`src/rtl/dual_table_linear_interpolator_unit_macros.svh`:
```
// Assertion macros used by the interpolator top level.
`ifndef DUAL_TABLE_LINEAR_INTERPOLATOR_UNIT_MACROS_SVH
`define DUAL_TABLE_LINEAR_INTERPOLATOR_UNIT_MACROS_SVH

// Consequent must hold in the same cycle as the antecedent.
`define DTLI_ASSERT_SAME(label, clk, rst_n, ante, cons, msg) \
  label: assert property (@(posedge clk) disable iff (!rst_n) (ante) |-> (cons)) \
    else $error(msg);

// Consequent must hold in the cycle after the antecedent.
`define DTLI_ASSERT_NEXT(label, clk, rst_n, ante, cons, msg) \
  label: assert property (@(posedge clk) disable iff (!rst_n) (ante) |=> (cons)) \
    else $error(msg);

`endif

```
`src/rtl/dtli_pkg.sv`:
```
// Shared constants, codes and types of the dual table interpolator.
`timescale 1ns / 1ps
`default_nettype none
package dtli_pkg;

  // Data width of every Q16.16 value
  localparam int DTLI_W = 32;

  // Default table depth
  localparam int DTLI_MAX_POINTS = 32;

  typedef logic signed [DTLI_W-1:0] q16_t;

  // Action codes of an input item
  localparam logic [1:0] ACT_APPEND = 2'd0;
  localparam logic [1:0] ACT_QUERY  = 2'd1;
  localparam logic [1:0] ACT_CLEAR  = 2'd2;

  // Configuration register indexes
  localparam logic [1:0] CFG_MAP_ENABLE   = 2'd0;
  localparam logic [1:0] CFG_DEF_EFF      = 2'd1;
  localparam logic [1:0] CFG_DEF_LOSS     = 2'd2;

  // Reset values of the default outputs (0.99 and 0.04)
  localparam q16_t DEF_EFF_RST  = 32'sd64881;
  localparam q16_t DEF_LOSS_RST = 32'sd2621;

endpackage
`default_nettype wire

```
`src/rtl/dtli_table_mem.sv`:
```
// Breakpoint memory: one write port, one registered read port, {x, y} per entry.
`timescale 1ns / 1ps
`default_nettype none
module dtli_table_mem #(
  parameter int DEPTH = dtli_pkg::DTLI_MAX_POINTS,
  localparam int AW = (DEPTH > 1) ? $clog2(DEPTH) : 1
) (
  input  wire logic                         clk,
  input  wire logic                         we,
  input  wire logic [AW-1:0]                waddr,
  input  wire logic [2*dtli_pkg::DTLI_W-1:0] wdata,
  input  wire logic [AW-1:0]                raddr,
  output      logic [2*dtli_pkg::DTLI_W-1:0] rdata
);
  import dtli_pkg::*;

  logic [2*DTLI_W-1:0] mem [DEPTH];
  logic [2*DTLI_W-1:0] rdata_r;

  // Write the new point, register the read word
  always_ff @(posedge clk) begin
    if (we) begin
      mem[waddr] <= wdata;
    end
    rdata_r <= mem[raddr];
  end

  assign rdata = rdata_r;

endmodule
`default_nettype wire

```
`config.mk`:
```
export PLATFORM = sky130hd
export DESIGN_NAME = dtli_table_mem
export DESIGN_NICKNAME = d
export VERILOG_FILES = /design/src/rtl/dual_table_linear_interpolator_unit_macros.svh /design/src/rtl/dtli_pkg.sv /design/src/rtl/dtli_table_mem.sv
export SDC_FILE = /design/constraint.sdc
export NUM_CORES = 2
export LEC_CHECK = 0
export ABC_AREA = 1
export BUFFER_PORTS_ARGS = -buffer_cell sky130_fd_sc_hd__clkbuf_2
export CORE_UTILIZATION = 30
export DETAILED_ROUTE_END_ITERATION = 7
export PLACE_DENSITY = 0.4
export REMOVE_ABC_BUFFERS = 1
export SLEW_MARGIN = 20
export SYNTH_ARGS = -nofsm -noshare
export SYNTH_HDL_FRONTEND = slang
export SYNTH_SLANG_ARGS = --single-unit
```
`constraint.sdc`:
```
create_clock -name clk -period 4.1 [get_ports clk]
set_clock_uncertainty 0.15 [all_clocks]
set_input_delay 0.205 -clock clk [delete_from_list [all_inputs] [get_ports clk]]
set_output_delay 0.205 -clock clk [all_outputs]
set_load 0.005 [all_outputs]
```
# --- Word-level counts from Yosys, hierarchy flattened ---
# Memories as Yosys holds them, arrays and structs flattened. A register that Yosys moved wholly into a read port is not among the register bits.
# Index checks and enable logic that the tools add are counted.
totals:
  ff_bits: 0
  ram_bits: 2048
  elab_cells: 3
  memories: 1
classes:
  n_mux: 2
mem_list:
  columns: ["memory", "depth", "width", "rd", "rd_ports_with_merged_regs", "write_ports", "line", "text"]
  rows:
  - ["mem", 32, 64, 1, 1, 1, "dtli_table_mem.sv:17", "logic [2*DTLI_W-1:0] mem [DEPTH];"]
op_table:
  columns: ["cell", "count"]
  rows:
  - ["1-bit 2-to-1 mux", 2]

# --- Depth between registers and ports, before layout ---
logic_depth:
  depth_word: 2
  depth_mapped: 12

# --- Worst setup path before layout ---
# OpenSTA, ideal clock, no wires.
synth_timing:
  path_kind: "input to register"
  from: "in waddr[0]"
  to: "mem mem[8][0] in the netlist's numbering (enable)"
  setup_time_ns: 0.486
  arrival_time_ns: 3.182
  t_required_ns: 3.464
  setup_slack_ns: 0.281
  path_stages: 3
  path_buffers: 0
  path_cell_list: "inv_1 nand3_1 nor2_1"
synth_rtl:
  columns: ["element", "line", "text"]
  rows:
  - ["from (decl)", "dtli_table_mem.sv:10", "input wire logic [AW-1:0] waddr,"]
  - ["to (decl)", "dtli_table_mem.sv:17", null]
# Straight into the memory's write port.

==> results by group <==
Routing
  • Pre-antenna DRT Iters: 5
  • Routed WL per cell: 24.7 um
  • Count of routing violations after the opening detailed-route iteration: 3811
  • Post-detailed-route via-to-cell ratio: 4.84
  • Remaining number of nets flagged by the antenna check after routing: 0
  • Routed wire length: 268000 um
  • DRC viols: 0
  • Detailed-route via count: 52400

CTS
  • Clock latency on the worst-skew pair: 0.88 ns
  • Post-CTS Repair Setup Buffers: 0
  • Total number of H-tree levels: 4
  • Clock tree from TritonCTS: done
  • Clock-pin transition on the worst setup and hold timing paths: 0.06 ns
  • Clock tree buffer depth: 4
  • Number of buffers inserted during clock tree synthesis: 238
  • Total of cells resized after clock tree synthesis: 0
  • Number of clock sinks: 2112
  • Clock Root Buffer: clkbuf_16
  • Hold_buf cts: 75

Power
  • Combinational power share: 5.9%
  • Pint: 0.0366 W
  • Part of the total power dissipated in sequential elements: 51.1%
  • P_leak: 34.0 nW
  • Worst supply voltage drop on vdd: 0.000324 V
  • Switching share of total power: 22.6%
  • Clock share of power: 43.1%
  • Switching power: 0.0107 W
  • Cell area power density: 488 nW/um^2

Worst setup path
  • Critical path peak fanout: 143
  • Dominant cell type by count on the critical path: nand3_1
  • Cell-by-cell trace of the critical path: dlygate4sd3_1 -> buf_8 -> inv_16 -> buf_4 -> buf_4 -> nand2_1 -> nand3_1 -> nand3_1 -> nand3_1 -> nand3_1 -> dlygate4sd3_1 -> nand2_1 -> dlygate4sd3_1
  • Crit path DAT: 3.96 ns
  • Kind of critical path: input port to flip-flop
  • Slowest stage cell, crit path: dlygate4sd3_1
  • Worst path required time: 4.72 ns
  • Largest incremental delay on the critical path: 0.60 ns
  • Worst setup SP type: input port
  • Critical path endpoint category: flip-flop

Synth
  • Post-synth top area share: 74.1%
  • Number of enable flip-flop cells after synthesis: 2048
  • Yosys top cell by area: edfxtp_1
  • Yosys cell types: 13
  • Synth warnings: 0
  • Top FF cell, synth: edfxtp_1
  • Synthesized netlist cell count: 6768
  • Synthesized flop and latch total: 2112
  • Sequential area share after synthesis: 75.6%
  • Top cells by count, synth: 2376 x nand2_1, 2048 x edfxtp_1, 1800 x nand3_1
  • Most repeated cell in the gate-level netlist after synthesis: nand2_1
  • Synth top area cells: edfxtp_1 74%, nand3_1 11%, nand2_1 11%, buf_2 1.7%, dfxtp_1 1.5%
  • Post-synthesis instance area: 83000 sq um
  • Synth Area per Inst: 12.3 sq um
  • Post-synthesis async set-or-reset flop share: 0%

GRT
  • Vias in the first global route: 52100
  • Total global routing overflow: 0
  • Antenna violations before repair: 11
  • Global-route wire length before repair: 386000 um
  • Overall track demand over capacity in global routing: 19.0%
  • Largest net degree at the start of global routing: 144

Placement
  • Routability congestion estimate: 0.724
  • Sum of net half-perimeters after detailed placement: 128000 um
  • Buffers on Ports: 139

Floorplanning
  • Row cnt: 192
  • Die Height: 528 um
  • Initial Utilization: 30.3%
  • Boundary Pins: 140
  • Die Footprint: 279000 sq um
  • Core ar.: 274000 sq um
  • Die Width: 528 um

Final layout
  • Area Growth Syn to Fin: 16.6%
  • Core occupancy in the finished layout: 35.3%
  • Ratio of cells with drive above 1 in the final layout: 9.16%
  • Final layout net count: 7027

STA
  • F_max: 299 MHz
  • Max-slew headroom: 28.7%
  • Unrepaired setup endpoints after global routing: no
  • Setup-violating endpoint count in the final report: 0
  • Hold violation count in the final report: 0
  • Actual transition at the worst max-transition pin: 1.07 ns
  • Clock period minus final worst setup slack: 3.34 ns
  • Fin crit share: 81.5%
  • Final slew viol count: 0
  • Fin Hold WS: 0.0870 ns

Hold path
  • Type of the tightest min-delay check: input port to flip-flop

Status
  • Run status: finished, final reports clean

Run
  • Total of max-cap violations: 0
[per-stage QoR]
step	power (W)	setup WS [ns]	instances	setup TNS, ns	cell area (sq um)
floorplan	0.0258	-1.74	6330	-106.72	80900
CTS	0.0479	0.771	10800	0	96700
global placement	0.0274	1.25	10300	0	88700
detailed placement	0.0274	1.32	10300	0	88700
global route	0.0489	0.604	10800	0	96800
finish	0.0472	0.760	10800	0	96800
[critical path: cells and delay by family]
kind                   cells  cell delay, ns
buffers and inverters      7            3.07
and+or+nand+nor            6            0.48
[logic make-up after synthesis]
kind of cell / synth area share, %
buf+inv: 2.61
flops: 75.6
simple gates: 21.7
[layout by cell type, fill, tap and decap left out]
cell,count
buf_12,74
buf_4,93
buf_6,1
buf_8,4
bufinv_16,11
clkbuf_1,84
clkbuf_16,241
clkbuf_2,134
clkbuf_8,22
clkinv_1,33
clkinv_2,32
clkinvlp_4,2
dfxtp_1,64
diode_2,7
dlygate4sd3_1,75
edfxtp_1,2048
inv_1,5
inv_16,1
inv_6,4
inv_8,3
nand2_1,2376
nand3_1,1800
nor2_4,32
[power groups by stage]
stage          clock network, W  logic, W  registers (W)
2_1_floorplan                 0   0.00129         0.0245
3_3_place_gp                  0   0.00277         0.0246
3_5_place_dp                  0   0.00277         0.0246
4_1_cts                  0.0209   0.00285         0.0241
5_1_grt                  0.0217   0.00308         0.0241
6_report                 0.0203   0.00278         0.0241
[cell type report]
class / count / area (sq um)
tap: 3686 / 4610
clock buffer: 347 / 6650
inverter: 10 / 81.3
fill: 27000 / 178000
clock inverter: 81 / 656
timing repair buffer: 381 / 3670
multi-input combinational: 4208 / 18300
sequential: 2112 / 62800
antenna: 7 / 17.5
[path summary, 6_finish.rpt]
| check | cells past startpoint | endpoint | startpoint | slack [ns] |
|---|---|---|---|---|
| setup / recovery | 13 | rdata[53] | raddr[0] | 0.76 |
| setup reg to reg | 8 | rdata[53] | mem[27][53] | 1.82 |
| hold reg to reg | 6 | rdata[18] | mem[30][18] | 0.52 |
| hold / removal | 3 | mem[25][39] | waddr[3] | 0.09 |
[registers in the layout, indices dropped and copies added, names as in the netlist]
register	cells
rdata	64
mem	2048
[per-layer routing]
| metal | GRT usage, % | share of wire [%] | wire length (um) | vias to the layer above |
|---|---|---|---|---|
| met5 | 0 | 0.011 | 30 | - |
| met4 | 3.93 | 1.9 | 4990 | 4 |
| met3 | 2.22 | 3.4 | 9120 | 303 |
| met2 | 32.5 | 49 | 131000 | 973 |
| met1 | 25.8 | 46 | 122000 | 26800 |
| li1 | - | - | - | 24400 |
(Power assumes the default switching activity.)
