### config.mk
export PLATFORM = sky130hd
export DESIGN_NAME = dtli_divider
export DESIGN_NICKNAME = d
export VERILOG_FILES = /design/src/rtl/dual_table_linear_interpolator_unit_macros.svh /design/src/rtl/dtli_pkg.sv /design/src/rtl/dtli_divider.sv
export SDC_FILE = /design/constraint.sdc
export NUM_CORES = 1
export LEC_CHECK = 0
export ABC_AREA = 1
export ABC_CLOCK_PERIOD_IN_PS = 3250
export BUFFER_PORTS_ARGS = -buffer_cell sky130_fd_sc_hd__buf_4
export CAP_MARGIN = 20
export CORE_MARGIN = 3
export CORE_UTILIZATION = 39
export CTS_CLUSTER_SIZE = 12
export DETAILED_ROUTE_END_ITERATION = 6
export PLACE_DENSITY = 0.68
export SYNTH_ARGS = -nofsm -noshare
export SYNTH_HDL_FRONTEND = slang
export SYNTH_SLANG_ARGS = --single-unit
### constraint.sdc
create_clock -name clk -period 3.25 [get_ports clk]
set_input_delay 0.65 -clock clk [delete_from_list [all_inputs] [get_ports clk]]
set_output_delay 0.65 -clock clk [all_outputs]
set_load 0.005 [all_outputs]
### src/rtl/dual_table_linear_interpolator_unit_macros.svh
// Assertion macros used by the interpolator top level.
`ifndef DUAL_TABLE_LINEAR_INTERPOLATOR_UNIT_MACROS_SVH
`define DUAL_TABLE_LINEAR_INTERPOLATOR_UNIT_MACROS_SVH

// Consequent must hold in the same cycle as the antecedent.
`define DTLI_ASSERT_SAME(label, clk, rst_n, ante, cons, msg) \
  label: assert property (@(posedge clk) disable iff (!rst_n) (ante) |-> (cons)) \
    else $error(msg);

// Consequent must hold in the cycle after the antecedent.
`define DTLI_ASSERT_NEXT(label, clk, rst_n, ante, cons, msg) \
  label: assert property (@(posedge clk) disable iff (!rst_n) (ante) |=> (cons)) \
    else $error(msg);

`endif

### src/rtl/dtli_pkg.sv
// Shared constants, codes and types of the dual table interpolator.
`timescale 1ns / 1ps
`default_nettype none
package dtli_pkg;

  // Data width of every Q16.16 value
  localparam int DTLI_W = 32;

  // Default table depth
  localparam int DTLI_MAX_POINTS = 32;

  typedef logic signed [DTLI_W-1:0] q16_t;

  // Action codes of an input item
  localparam logic [1:0] ACT_APPEND = 2'd0;
  localparam logic [1:0] ACT_QUERY  = 2'd1;
  localparam logic [1:0] ACT_CLEAR  = 2'd2;

  // Configuration register indexes
  localparam logic [1:0] CFG_MAP_ENABLE   = 2'd0;
  localparam logic [1:0] CFG_DEF_EFF      = 2'd1;
  localparam logic [1:0] CFG_DEF_LOSS     = 2'd2;

  // Reset values of the default outputs (0.99 and 0.04)
  localparam q16_t DEF_EFF_RST  = 32'sd64881;
  localparam q16_t DEF_LOSS_RST = 32'sd2621;

endpackage
`default_nettype wire

### src/rtl/dtli_divider.sv
// Restoring divider, one quotient bit per cycle, for quotients known to fit 32 bits.
`timescale 1ns / 1ps
`default_nettype none
module dtli_divider (
  input  wire logic                          clk,
  input  wire logic                          rst_n,
  input  wire logic                          start,
  input  wire logic [2*dtli_pkg::DTLI_W-1:0] dividend,
  input  wire logic [dtli_pkg::DTLI_W-1:0]   divisor,
  output      logic                          done,
  output      logic [dtli_pkg::DTLI_W-1:0]   quotient
);
  import dtli_pkg::*;

  localparam int CW = $clog2(DTLI_W);

  logic              busy_r, busy_nxt;
  logic              done_r, done_nxt;
  logic [CW-1:0]     cnt_r, cnt_nxt;
  logic [DTLI_W-1:0] rem_r, rem_nxt;
  logic [DTLI_W-1:0] quo_r, quo_nxt;
  logic [DTLI_W-1:0] div_r, div_nxt;
  logic [DTLI_W:0]   trial;
  logic [DTLI_W:0]   diff;
  logic              take;

  // Shift the next dividend bit into the partial remainder and try a subtract
  assign trial = {rem_r, quo_r[DTLI_W-1]};
  assign diff  = trial - {1'b0, div_r};
  assign take  = (trial >= {1'b0, div_r});

  // The high half of the dividend is below the divisor, so it seeds the
  // remainder and only the low half needs bit steps.
  always_comb begin
    busy_nxt = busy_r;
    done_nxt = 1'b0;
    cnt_nxt  = cnt_r;
    rem_nxt  = rem_r;
    quo_nxt  = quo_r;
    div_nxt  = div_r;
    if (start) begin
      busy_nxt = 1'b1;
      cnt_nxt  = '0;
      rem_nxt  = dividend[2*DTLI_W-1:DTLI_W];
      quo_nxt  = dividend[DTLI_W-1:0];
      div_nxt  = divisor;
    end else if (busy_r) begin
      rem_nxt = take ? diff[DTLI_W-1:0] : trial[DTLI_W-1:0];
      quo_nxt = {quo_r[DTLI_W-2:0], take};
      cnt_nxt = cnt_r + CW'(1);
      if (cnt_r == CW'(DTLI_W - 1)) begin
        busy_nxt = 1'b0;
        done_nxt = 1'b1;
      end
    end
  end

  // Control state
  always_ff @(posedge clk) begin
    if (!rst_n) begin
      busy_r <= 1'b0;
      done_r <= 1'b0;
      cnt_r  <= '0;
    end else begin
      busy_r <= busy_nxt;
      done_r <= done_nxt;
      cnt_r  <= cnt_nxt;
    end
  end

  // Datapath
  always_ff @(posedge clk) begin
    rem_r <= rem_nxt;
    quo_r <= quo_nxt;
    div_r <= div_nxt;
  end

  assign done     = done_r;
  assign quotient = quo_r;

endmodule
`default_nettype wire

Word-level counts from Yosys, hierarchy flattened:

Index checks and enable logic that the tools add are counted.

* bitwise gates (word level): 2
* mux-type cells: 9
* equal/unequal tests: 1
* $lt $le $gt $ge: 1
* add/subtract/negate cells: 2
* reduce and logical (&&, ||, !) cells: 3

Operators with widths (count)
* two-way mux 32 bit: 5
* >= comparator 33 x 32 -> 1 bit: 1
* subtractor 32 bit: 1
* adder 5 x 1 -> 5 bit (second input constant): 1
* equality test 5 bit (second input constant): 1
* two-way mux 1 bit: 4
* OR reduction 3 bit: 1
* NOT 1 bit: 2
* nonzero test 2 bit: 1
* OR reduction 2 bit: 1

* flip-flop bits (word level): 103
* input port bits: 99
* word-level logic and storage cells: 24
* output and inout port bits: 33

Depth between registers and ports, before layout:

* word-level depth: 4
* gate-level depth with buffers: 16
* depth with buffers taken out: 16

Least setup slack after synthesis:

No wires, ideal clock.

* path kind: input -> register
* start point: input port start
* end point: register quo_r[0] (netlist: quotient[0]) (enable)
* setup slack: 0.597 ns
* buffers on the path: 1
* stages on the path: 3
* arrival: 2.235 ns
* setup time: 0.418 ns
* required time: 2.832 ns
* cell sequence: clkbuf_1 nor2_1 inv_1

* word-level cells in the longest chain between the ends: 1

Ends and longest elaborated chain
* start, declared: RTL line dtli_divider.sv:7 `input wire logic start,`
* nonzero test 2 bit (no source line)
* end signal, assigned: RTL line dtli_divider.sv:74 `quo_r <= quo_nxt;`
* end, declared: RTL line dtli_divider.sv:21 `logic [DTLI_W-1:0] quo_r, quo_nxt;`

Every way passes these cells.
A chain may end at the register's enable or synchronous reset.

Worst setup path in the final report:

* start point: register rem_r[7]
* end point: register rem_r[5], data pin

* word-level cells in the longest chain between the ends: 4

Ends and longest elaborated chain
* start, declared: RTL line dtli_divider.sv:20 `logic [DTLI_W-1:0] rem_r, rem_nxt;`
* start signal, assigned: RTL line dtli_divider.sv:73 `rem_r <= rem_nxt;`
* >= comparator 33 x 32 -> 1 bit: RTL line dtli_divider.sv:30 `assign take = (trial >= {1'b0, div_r});`
* two-way mux 32 bit: RTL line dtli_divider.sv:48 `rem_nxt = take ? diff[DTLI_W-1:0] : trial[DTLI_W-1:0];`
* two-way mux 32 bit: RTL line dtli_divider.sv:47 `end else if (busy_r) begin`
* two-way mux 32 bit: RTL line dtli_divider.sv:41 `if (start) begin`
* via rem_nxt[5]: RTL line dtli_divider.sv:20

The timed path passes the listed nets, and every way through them passes these cells. The select of a mux whose other input is x is not followed.

==> flow_metrics.env <==
export IMPL_synth_top_family_by_area="simple AND/OR/NAND/NOR gates"
export IMPL_drc=0
export IMPL_root_buffer="clkbuf_16"
export IMPL_crit_cells=13
export IMPL_placed_area_um2=8300
export IMPL_synth_top_area_cell="edfxtp_1"
export IMPL_hold_class="in -> reg"
export IMPL_ys_ff_latch=103
export IMPL_synthXorXnorAreaFrac_pct=1.73
export IMPL_clockBufferDepth=2
export IMPL_syn_num_nets=1115
export IMPL_drt_first_iter_violations=465
export IMPL_min_from="divisor[5]"
export IMPL_syn_to_final_growth_pct=21.4
export IMPL_yosysWarnings=0
export IMPL_nets=1242
export IMPL_worstPathCellList="ha_1 -> nand2_1 -> nor2_1 -> nand3_1 -> nand3_2 -> nand2_1 -> nand2_2 -> nand2_4 -> nand2_8 -> buf_4 -> nand2_1 -> nand3_1 -> nand2_1"
export IMPL_grt_pass1_vias=6343
export IMPL_path_class="reg -> reg"
export IMPL_die_area_um2=19800
export IMPL_reg2reg_to="rem_r[5]"
export IMPL_finalHoldViolations=0
export IMPL_setup_tns_ns=0
export IMPL_synthArstFlopShare_pct=0
export IMPL_holdBufCountCts=0
export IMPL_final_area_um2=8600
export IMPL_reg2reg_depth=13
export IMPL_reg2reg_from="rem_r[7]"
export IMPL_clock_sinks=103
export IMPL_cts_resized=0
export IMPL_period_share_pct=85.9
export IMPL_cp_required_ns=3.37
export IMPL_synthDistinctLibCells=35
export IMPL_synth_area_per_cell_um2=7.22
export IMPL_clock_fmax_ghz=0.358
export IMPL_drive_above_1_share_pct=16.1
export IMPL_worstMarginPinSlew_ns=0.800
export IMPL_skew_ns=0.0124
export IMPL_slowest_delay_ns=0.40
export IMPL_cpLargestDelayFamily="simple AND/OR/NAND/NOR gates"
export IMPL_cp_end_kind="register"
export IMPL_ys_seq_area_share_pct=42.7
export IMPL_gp_congestion=0.986
export IMPL_synth_fa_ha_area_share_pct=6.29
export IMPL_fp_row_count=48
export IMPL_slowest_stage="edfxtp_1"
export IMPL_worst_path_buf_inv=1
export IMPL_cts_buffers_inserted=9
export IMPL_design_core_area_um2=17500
export IMPL_dp_hpwl_mm=15.0
export IMPL_cp_max_fo=19
export IMPL_die_w_um=141
export IMPL_synthesis_instances=981
export IMPL_maxCapViolations=0
export IMPL_htreeDepth=3
export IMPL_fillers=1754
export IMPL_grt_max_degree=81
export IMPL_hold_path_end="div_r[5]"
export IMPL_post_cts_setup_buffers=0
export IMPL_grt_pass1_wl_mm=31.4
export IMPL_multiInputGateArea_um2=3330
export IMPL_clkTransAtPathRegs_ns=0.08
export IMPL_p_leak_nw=4.56
export IMPL_fin_crit_ns=2.79
export IMPL_track_usage_pct=19.8
export IMPL_final_max_slew_viol_count=0
export IMPL_grt_remaining_overflow=0
export IMPL_synth_most_common_cell="nand2_1"
export IMPL_synth_main_ff_cell="edfxtp_1"
export IMPL_io_pins=132
export IMPL_yosysTopAreaCellShare_pct=40.7
export IMPL_hold_depth=1
export IMPL_cts_tree="yes"
export IMPL_cp_start_kind="register"
export IMPL_status="completed"
export IMPL_drt_first_pass_iters=5
export IMPL_clock_latency_ns=0.36
export IMPL_synth_simple_area_share_pct=36.7
export IMPL_die_h_um=141
export IMPL_setup_viol=0
export IMPL_antenna_found_initial=0
export IMPL_start_util_pct=40.4
export IMPL_vias=6417
export IMPL_slew_headroom_pct=46.7
export IMPL_synth_top_cells_by_count="nand2_1 (445), inv_1 (156), edfxtp_1 (96), nand3_1 (66), nor2_1 (47)"
export IMPL_io_buffers=131
export IMPL_synth_area_leaders="edfxtp_1 (41%), nand2_1 (24%), inv_1 (8.3%)"
export IMPL_ff_latch_area_um2=3020
export IMPL_routed_wl_mm=19.1
export IMPL_synth_mux_area_share_pct=0
export IMPL_antennaDiodeCount=0
export IMPL_cp_common_cell="nand2_1"
export IMPL_synth_compound_area_share_pct=2.31
export IMPL_synth_edff_count=96
export IMPL_ir_worst_vdd_v=0.000275
export IMPL_reg2reg_slack_ns=0.46
export IMPL_post_drt_wl_per_cell_um=14.3
export IMPL_syn_area_um2=7080
export IMPL_viasPerCell=4.80
export IMPL_power_density_nw_per_um2=589
export IMPL_rsz0062_at_grt="no"
export IMPL_arrival_ns=2.91
export IMPL_ant_nets=0
-- cells by family after synthesis --
logic type	count (synthesis)
xor+xnor	14
compound gates	29
fa+ha+maj	35
buf+inv	185
flops	103
simple gates	615
-- worst reg2reg max path: stages (launching register included) --
cell and delay (ns):
edfxtp_1 0.40, ha_1 0.40, nand2_1 0.11, nor2_1 0.26, nand3_1 0.19, nand3_2 0.16
nand2_1 0.09, nand2_2 0.09, nand2_4 0.14, nand2_8 0.16, buf_4 0.30, nand2_1 0.10
nand3_1 0.08, nand2_1 0.06
-- per-layer routing --
layer	wire length [µm]	track usage, %	vias to the layer above	part of all wire, %
li1	-	-	3319	-
met1	8610	25.4	2868	45
met4	391	6.07	0	2.0
met3	1540	5.43	25	8.0
met2	8590	32.6	205	45
met5	0	0	-	0
-- worst max-delay path by stage --
stage | from | end
3_3_place_gp | rem_r[7] | rem_r[29]
2_1_floorplan | start | quotient[0]
3_5_place_dp | rem_r[27] | rem_r[25]
6_report | rem_r[7] | rem_r[5]
4_1_cts | rem_r[7] | rem_r[15]
5_1_grt | rem_r[6] | rem_r[10]
-- cell usage in the layout (no fill, tap or decap), drive strengths merged --
cell    count
fa          1
nand3b     25
dfxtp       7
nor2       53
inv       166
nand2     451
a21o        1
nor3        5
o21ai       4
ha         34
a21oi      20
a31oi       1
clkinv      3
nand4      10
nor4        1
clkbuf     10
buf       138
o21a        1
or2         1
edfxtp     96
o21bai      1
xnor2      14
nand3      67
a211oi      1
and2        2
-- report_power, final --
part           internal (mW)  leakage (nW)  total [mW]  switching [mW]
combinational          0.826          3.39        2.19            1.36
sequential              1.69          1.02        1.78          0.0942
clock                  0.562         0.148        1.10           0.538
-- state kept, by name (all words and copies together) (netlist names) --
register,flops
rem_r,32
div_r,32
done,1
quotient,32
busy_r,1
cnt_r,5
-- per-stage QoR --
stage                     hold WS, ns  total power [mW]  utilization (%)  std cells  worst slack (ns)
after floorplan                 0.444              3.35                -        981             0.597
after detailed placement        0.464              3.97             47.3       1322             0.519
after global placement          0.455              3.95             47.3       1322             0.500
final                           0.462              5.07             49.0       1338             0.459
after global routing            0.448              5.47             49.0       1338             0.258
after CTS                       0.452              5.08             49.0       1338             0.496
-- cell type report --
type	count	area share, %
Multi-Input combinational cell	693	38.8
Sequential cell	103	35.2
Timing Repair Buffer	138	12.2
Inverter	163	7.12
Tap cell	225	3.27
Clock buffer	10	2.78
Clock inverter	6	0.728
Note: power is estimated with default switching activity, not from simulation.
